File: src/rtl/assert_macros.svh
// Assertion macros used by the queue RTL.
`ifndef ASSERT_MACROS_SVH
`define ASSERT_MACROS_SVH

// Clocked assertion, disabled while reset is asserted.
`define ASSERT_CLK(lbl, clk_sig, rst_n_sig, prop, msg) \
	lbl: assert property (@(posedge clk_sig) disable iff (!rst_n_sig) prop) \
		else $error(msg);

// Clocked implication, disabled while reset is asserted.
`define ASSERT_IMPL(lbl, clk_sig, rst_n_sig, ante, cons, msg) \
	lbl: assert property (@(posedge clk_sig) disable iff (!rst_n_sig) (ante) |-> (cons)) \
		else $error(msg);

`endif

File: src/rtl/spq_pkg.sv
// Types and codes of the sorted priority queue.
package spq_pkg;

	localparam int DATA_W = 32;
	localparam int MODE_W = 3;
	localparam int POS_W = 4;
	localparam int STAT_W = 2;
	localparam int OCC_W = 5;

	// operation codes
	localparam logic [MODE_W-1:0] MODE_PUSH = 3'd0;
	localparam logic [MODE_W-1:0] MODE_POP_MAX = 3'd1;
	localparam logic [MODE_W-1:0] MODE_POP_MIN = 3'd2;
	localparam logic [MODE_W-1:0] MODE_REMOVE = 3'd3;
	localparam logic [MODE_W-1:0] MODE_PEEK = 3'd4;
	localparam logic [MODE_W-1:0] MODE_FIND = 3'd5;

	// status codes
	localparam logic [STAT_W-1:0] ST_OK = 2'd0;
	localparam logic [STAT_W-1:0] ST_RANGE = 2'd1;
	localparam logic [STAT_W-1:0] ST_FULL = 2'd2;

	typedef struct packed {
		logic [MODE_W-1:0] mode;
		logic signed [DATA_W-1:0] item_value;
		logic [POS_W-1:0] position;
	} req_t;

	typedef struct packed {
		logic signed [DATA_W-1:0] result_value;
		logic [STAT_W-1:0] status;
		logic found;
		logic [OCC_W-1:0] occupancy;
	} rsp_t;

	// broadcast from the queue control to every cell
	typedef struct packed {
		logic push;
		logic remove;
		logic signed [DATA_W-1:0] item;
	} cell_ctrl_t;

endpackage

File: src/rtl/spq_cell.sv
// One slot of the sorted chain: holds an entry and trades it with its neighbors.
module spq_cell #(
	parameter int IDX = 0,
	parameter int AW = 5
) (
	input logic clk,
	input spq_pkg::cell_ctrl_t ctrl,
	input logic [AW-1:0] idx,
	input logic [AW-1:0] count,
	input logic left_take,
	input logic [spq_pkg::DATA_W-1:0] left_val,
	input logic [spq_pkg::DATA_W-1:0] right_val,
	output logic take,
	output logic [spq_pkg::DATA_W-1:0] entry,
	output logic [spq_pkg::DATA_W-1:0] read_val,
	output logic match
);
	import spq_pkg::*;

	localparam logic [AW-1:0] MY_IDX = AW'(IDX);

	logic [DATA_W-1:0] entry_q;
	logic occupied;
	logic gt;

	// slot state against the broadcast item
	always_comb begin
		occupied = MY_IDX < count;
		gt = $signed(ctrl.item) > $signed(entry_q);
		take = gt || !occupied;
		match = occupied && (entry_q == ctrl.item);
		read_val = (MY_IDX == idx) ? entry_q : '0;
	end

	// insert, shift down on push, shift up on remove
	always_ff @(posedge clk) begin
		if (ctrl.push) begin
			if (left_take) begin
				entry_q <= left_val;
			end else if (take) begin
				entry_q <= ctrl.item;
			end
		end else if (ctrl.remove) begin
			if (MY_IDX >= idx) begin
				entry_q <= right_val;
			end
		end
	end

	assign entry = entry_q;

endmodule

File: src/rtl/sorted_priority_queue_unit.sv
// Sorted priority queue: descending chain of cells, one operation per beat.
// A response is registered and appears in the cycle after its request beat is accepted.
// Throughput: one operation per cycle while responses are taken; the count
// register and the cells are updated at the edge that accepts each operation.
// Reset clears the entry count and the response valid; entries are not cleared.
`include "assert_macros.svh"

module sorted_priority_queue_unit #(
	parameter int DEPTH = 16
) (
	input logic clk,
	input logic arst_n,
	input logic req_valid,
	output logic req_ready,
	input spq_pkg::req_t req,
	output logic rsp_valid,
	input logic rsp_ready,
	output spq_pkg::rsp_t rsp
);
	import spq_pkg::*;

	localparam int CW = $clog2(DEPTH + 1);
	localparam int AW = (CW > POS_W) ? CW : POS_W;

	logic [CW-1:0] count_q, count_d;
	logic rsp_valid_q;
	rsp_t rsp_q, rsp_d;
	logic accept;
	logic [AW-1:0] count_a, pos_a, idx_a;
	logic is_full, cnt_zero, pos_ok;
	cell_ctrl_t ctrl;
	logic [DEPTH-1:0] take, match;
	logic [DEPTH-1:0] left_take;
	logic [DATA_W-1:0] entry [DEPTH];
	logic [DATA_W-1:0] left_val [DEPTH];
	logic [DATA_W-1:0] right_val [DEPTH];
	logic [DATA_W-1:0] read_val [DEPTH];
	logic [DATA_W-1:0] read_or;

	// take a request when the response register is free or draining
	assign req_ready = !rsp_valid_q || rsp_ready;
	assign accept = req_valid && req_ready;

	// decode the request against the current count
	always_comb begin
		count_a = AW'(count_q);
		pos_a = AW'(req.position);
		is_full = count_q == CW'(DEPTH);
		cnt_zero = count_q == '0;
		pos_ok = pos_a < count_a;
		idx_a = pos_a;
		if (req.mode == MODE_POP_MAX) begin
			idx_a = '0;
		end else if (req.mode == MODE_POP_MIN) begin
			idx_a = count_a - AW'(1);
		end
		ctrl.item = req.item_value;
		ctrl.push = accept && (req.mode == MODE_PUSH) && !is_full;
		ctrl.remove = accept && (
			((req.mode == MODE_POP_MAX || req.mode == MODE_POP_MIN) && !cnt_zero) ||
			((req.mode == MODE_REMOVE) && pos_ok));
	end

	// chain of cells, each wired to its neighbors
	for (genvar i = 0; i < DEPTH; i++) begin : g_cell
		if (i == 0) begin : g_head
			assign left_take[i] = 1'b0;
			assign left_val[i] = req.item_value;
		end else begin : g_body
			assign left_take[i] = take[i-1];
			assign left_val[i] = entry[i-1];
		end
		if (i == DEPTH - 1) begin : g_tail
			assign right_val[i] = entry[i];
		end else begin : g_mid
			assign right_val[i] = entry[i+1];
		end

		spq_cell #(
			.IDX(i),
			.AW(AW)
		) u_cell (
			.clk(clk),
			.ctrl(ctrl),
			.idx(idx_a),
			.count(count_a),
			.left_take(left_take[i]),
			.left_val(left_val[i]),
			.right_val(right_val[i]),
			.take(take[i]),
			.entry(entry[i]),
			.read_val(read_val[i]),
			.match(match[i])
		);
	end

	// gather the addressed entry
	always_comb begin
		read_or = '0;
		for (int i = 0; i < DEPTH; i++) begin
			read_or = read_or | read_val[i];
		end
	end

	// build the response and the next count
	always_comb begin
		rsp_d.result_value = '0;
		rsp_d.status = ST_OK;
		rsp_d.found = 1'b0;
		case (req.mode) inside
			MODE_PUSH: begin
				if (is_full) begin
					rsp_d.status = ST_FULL;
				end
			end
			MODE_POP_MAX, MODE_POP_MIN: begin
				if (cnt_zero) begin
					rsp_d.status = ST_RANGE;
				end else begin
					rsp_d.result_value = read_or;
				end
			end
			MODE_REMOVE, MODE_PEEK: begin
				if (!pos_ok) begin
					rsp_d.status = ST_RANGE;
				end else begin
					rsp_d.result_value = read_or;
				end
			end
			MODE_FIND: begin
				rsp_d.found = |match;
			end
			default: begin
			end
		endcase
		count_d = count_q;
		if (ctrl.push) begin
			count_d = count_q + CW'(1);
		end else if (ctrl.remove) begin
			count_d = count_q - CW'(1);
		end
		rsp_d.occupancy = OCC_W'(count_d);
	end

	// hold count and response valid
	always_ff @(posedge clk or negedge arst_n) begin
		if (!arst_n) begin
			count_q <= '0;
			rsp_valid_q <= 1'b0;
		end else begin
			count_q <= count_d;
			if (accept) begin
				rsp_valid_q <= 1'b1;
			end else if (rsp_ready) begin
				rsp_valid_q <= 1'b0;
			end
		end
	end

	// hold the response beat
	always_ff @(posedge clk) begin
		if (accept) begin
			rsp_q <= rsp_d;
		end
	end

	assign rsp_valid = rsp_valid_q;
	assign rsp = rsp_q;

	`ASSERT_CLK(a_count_bound, clk, arst_n, count_q <= CW'(DEPTH), "count exceeds depth")
	`ASSERT_IMPL(a_push_grows, clk, arst_n, ctrl.push, ##1 (count_q == $past(count_q) + CW'(1)), "push")
	`ASSERT_IMPL(a_rsp_after_accept, clk, arst_n, accept, ##1 rsp_valid_q, "accepted beat gave no response")
	`ASSERT_IMPL(a_occ_tracks, clk, arst_n, rsp_valid_q, (rsp_q.occupancy == OCC_W'(count_q)), "occupancy")

endmodule

File: config.mk
export PLATFORM = sky130hd
export DESIGN_NAME = sorted_priority_queue_unit
export DESIGN_NICKNAME = d
export VERILOG_FILES = /design/src/rtl/spq_pkg.sv /design/src/rtl/spq_cell.sv /design/src/rtl/sorted_priority_queue_unit.sv
export VERILOG_INCLUDE_DIRS = /design/src /design/src/rtl
export SDC_FILE = /design/constraint.sdc
export NUM_CORES = 2
export LEC_CHECK = 0
export ABC_AREA = 1
export BUFFER_PORTS_ARGS = -buffer_cell sky130_fd_sc_hd__buf_2
export CAP_MARGIN = 20
export CELL_PAD_IN_SITES_DETAIL_PLACEMENT = 0
export CELL_PAD_IN_SITES_GLOBAL_PLACEMENT = 1
export CORE_ASPECT_RATIO = 0.8
export CORE_MARGIN = 2
export CORE_UTILIZATION = 35
export DETAILED_ROUTE_END_ITERATION = 6
export PLACE_DENSITY_LB_ADDON = 0.1
export SKIP_CTS_REPAIR_TIMING = 1
export SYNTH_ARGS = -nofsm -noshare
export SYNTH_HDL_FRONTEND = slang
export SYNTH_SLANG_ARGS = --single-unit
File: constraint.sdc
create_clock -name clk -period 3.9 [get_ports clk]
set_input_delay 0.195 -clock clk [delete_from_list [all_inputs] [get_ports clk]]
set_output_delay 0.195 -clock clk [all_outputs]
set_load 0.005 [all_outputs]
==> impl_metrics.tcl <==
set metrics [dict create \
    pwr-share-clk_pct 28.8 \
    die_height_um 333 \
    cp_max_fo 16 \
    drv_slew 0 \
    cp-end-kind "flip-flop" \
    grt_setup_unrepaired "false" \
    path_common_cell "nand2_1" \
    timing.fmax_mhz 261 \
    power_frac_comb_pct 40.8 \
    cts.path.max_buffers 3 \
    place_area_mm2 0.0517 \
    path_class "reg2reg" \
    setup_ws_ns 0.0750 \
    register_area_mm2 0.0167 \
    mostFrequentLayoutCells "nand2_1, nand3_1, inv_1" \
    syn_nets 7253 \
    fin_cells 8594 \
    viasPerCell 5.94 \
    yosysUniqueCellTypes 45 \
    powerDensity_mw_per_mm2 464 \
    wl_per_cell_um 31.4 \
    synth_top_cell_area_share_pct 34.9 \
    die-area_mm2 0.139 \
    numCtsBuffers 73 \
    min_path_type "in2reg" \
    maxCapViolations 0 \
    fillers 14400 \
    num_rows 120 \
    synth_cells 6692 \
    tightestPinTransition_ns 1.33 \
    max_slew_margin_pct 10.2 \
    initial_core_util_pct 35.3 \
    cts_tree "yes" \
    multi_input_area_mm2 0.0268 \
    period_minus_slack_ns 3.83 \
    die_x_um 416 \
    synth_edf_count 552 \
    nets 7326 \
    gp_congestion 1.03 \
    coreArea_mm2 0.134 \
    area_growth_pct 14.1 \
    p_switching_mw 11.2 \
    synth_area_per_cell_um2 7.09 \
    drive_gt1_share_pct 8.25 \
    grt_pass1_wl_um 371000 \
    fin_area_mm2 0.0541 \
    fin_skew_ns 0.0336 \
    grt_remaining_overflow 0 \
    clock_latency_ns 0.71 \
    antenna_left 0 \
    crit_path_max_incr_delay_ns 0.47 \
    ys_async_sr_fraction_pct 1.08 \
    switching_share_pct 44.4 \
    dp.cells 8453 \
    final_common_cell "nand2_1" \
    vias 51100 \
    cts.sinks 558 \
    dr.pass1.iters 6 \
    io_buffers 84 \
    startpoint_type "flip-flop" \
    drc_errors 0 \
    grt_pass1_vias 46300 \
    cts-root-buf "clkbuf_16" \
    vdd_drop_max_uv 321 \
    grt_usage_pct 38.0 \
    cts.clk_slew.worst_paths_ns 0.06 \
    arrival_ns 4.28 \
    p_int_mw 14.0 \
    timing.final.crit_share_pct 98.1 \
    finalWirelength_um 270000 \
    cpMaxStageDelayCell "ha_1" \
    dp_hpwl_um 197000 \
    final_core_util_pct 40.3 \
    grt_max_degree 148 \
    synth_area_leaders "edfxtp_1, nand2_1, nand3_1" \
    drt_iter0_markers 8458 \
    power_frac_seq_pct 30.4 \
    dp_slack_ns -0.0735 \
    io_pins 85 \
    crit_required_ns 4.36 \
    ys_seq_area_share_pct 35.3 \
    synth_warnings 0 \
    finalSetupTns_ns 0 \
    htreeDepth 3 \
    synth_ff_type "edfxtp_1" \
    setup_viol 0 \
    ys_ff_latch 558 \
    yosysTopAreaCell "edfxtp_1" \
    outcome "complete, no violations" \
    synth_area_mm2 0.0474 \
    grt_antenna_before_repair 13 \
    p_leak_nw 26.5 \
    path_cells "inv_1 -> ha_1 -> nand2_1 -> nor2_2 -> nand4_1 -> inv_1 -> nand3_1 -> inv_1 -> nand2_1 -> nand2_1 -> nand2_1 -> nand3_4 -> buf_12 -> nand3_1 -> nand3_1 -> nand2_1" \
    finalHoldViolCount 0 \
]
power groups by stage:
| stage | Clock, mW | Sequential, mW | Combinational [mW] |
|---|---|---|---|
| 2_1_floorplan | 0 | 7.53 | 4.89 |
| 3_3_place_gp | 0 | 7.76 | 9.70 |
| 3_5_place_dp | 0 | 7.75 | 9.73 |
| 4_1_cts | 7.28 | 7.63 | 9.76 |
| 5_1_grt | 7.49 | 7.67 | 10.7 |
| 6_report | 7.24 | 7.64 | 10.2 |
per-stage QoR:
stage                     hold slack [ns]  power (mW)
after floorplan                    -0.101        12.4
after global placement             0.0376        17.5
after detailed placement           0.0394        17.5
after CTS                          -0.697        24.7
after global routing              0.00825        25.8
final                            0.000374        25.1
final cells by class:
class                      instances  area share, %
timing repair buffer             352           5.81
clock inverter                    37          0.728
clock buffer                      94           3.70
inverter                         765           5.32
tap                             1769           4.09
antenna                            4         0.0185
multi-input combinational       5015           49.5
sequential                       558           30.9
path summary, 6_finish.rpt:
kind / from / to / slack (ns) / depth (start not counted)
setup / recovery: g_cell[4].u_cell.entry[31] / g_cell[5].u_cell.entry[23] / 0.07 / 16
hold / removal: req[38] / rsp[7] / 0.0004 / 4
setup reg to reg: g_cell[4].u_cell.entry[31] / g_cell[5].u_cell.entry[23] / 0.07 / 16
hold reg to reg: g_cell[6].u_cell.entry[21] / g_cell[5].u_cell.entry[21] / 0.55 / 2
max in group asynchronous: arst_n / count_a[3] / 3.16 / 3
min in group asynchronous: arst_n / rsp_valid / 0.50 / 3
per-layer routing:
layer,vias to the layer above,routed length (um),global-route usage [%]
li1,22500,-,-
met1,24600,117000,56.2
met2,3484,105000,52.1
met3,517,35200,9.67
met4,8,12400,15.1
met5,-,40,0
state kept, by name, indices dropped and copies added (netlist names):
name and flops:
rsp_valid 1, count_a 5, rsp 40, g_cell.u_cell.entry 512
critical path, delay by kind of cell, from the launching register on:
kind | cells | cell delay [ns]
simple gates | 11 | 1.95
buf+inv | 4 | 0.69
fa+ha+maj | 1 | 0.47
flops | 1 | 0.42
Yosys cell counts, types with 3 or more instances:
cell type  count
and3_1         3
inv_2         15
nor3_1        46
buf_1         46
nand3_1     1418
o221ai_1      24
buf_2         83
nand2_2        8
nand3_2        5
inv_1        748
nor3b_1        6
a31oi_1        8
dfrtp_1        6
nand4_1       57
o21ai_1       29
a21oi_1      211
clkbuf_1     218
o22ai_1        4
nor2_4         4
o21ai_0      135
a21o_1        14
nor2_2         5
edfxtp_1     552
nor4_1         9
o211ai_1       3
buf_4          6
nor2_1       404
o21a_1        30
nand2_1     2055
a21boi_0       3
ha_1         518
cell families (layout without fill, tap and decap cells):
family                   after synthesis  count (layout)  share of synthesized area (%)
adder cells (fa/ha/maj)              518             518                           13.7
flip-flops                           558             558                           35.3
other                                  0               4                              0
AND/OR/NAND/NOR                     4025            4025                           36.4
XOR/XNOR                               3               3                         0.0554
AO/OA/AOI/OAI                        469             469                           5.49
buffers and inverters               1119            1248                           9.14
Power figures use the tool's default switching activity.
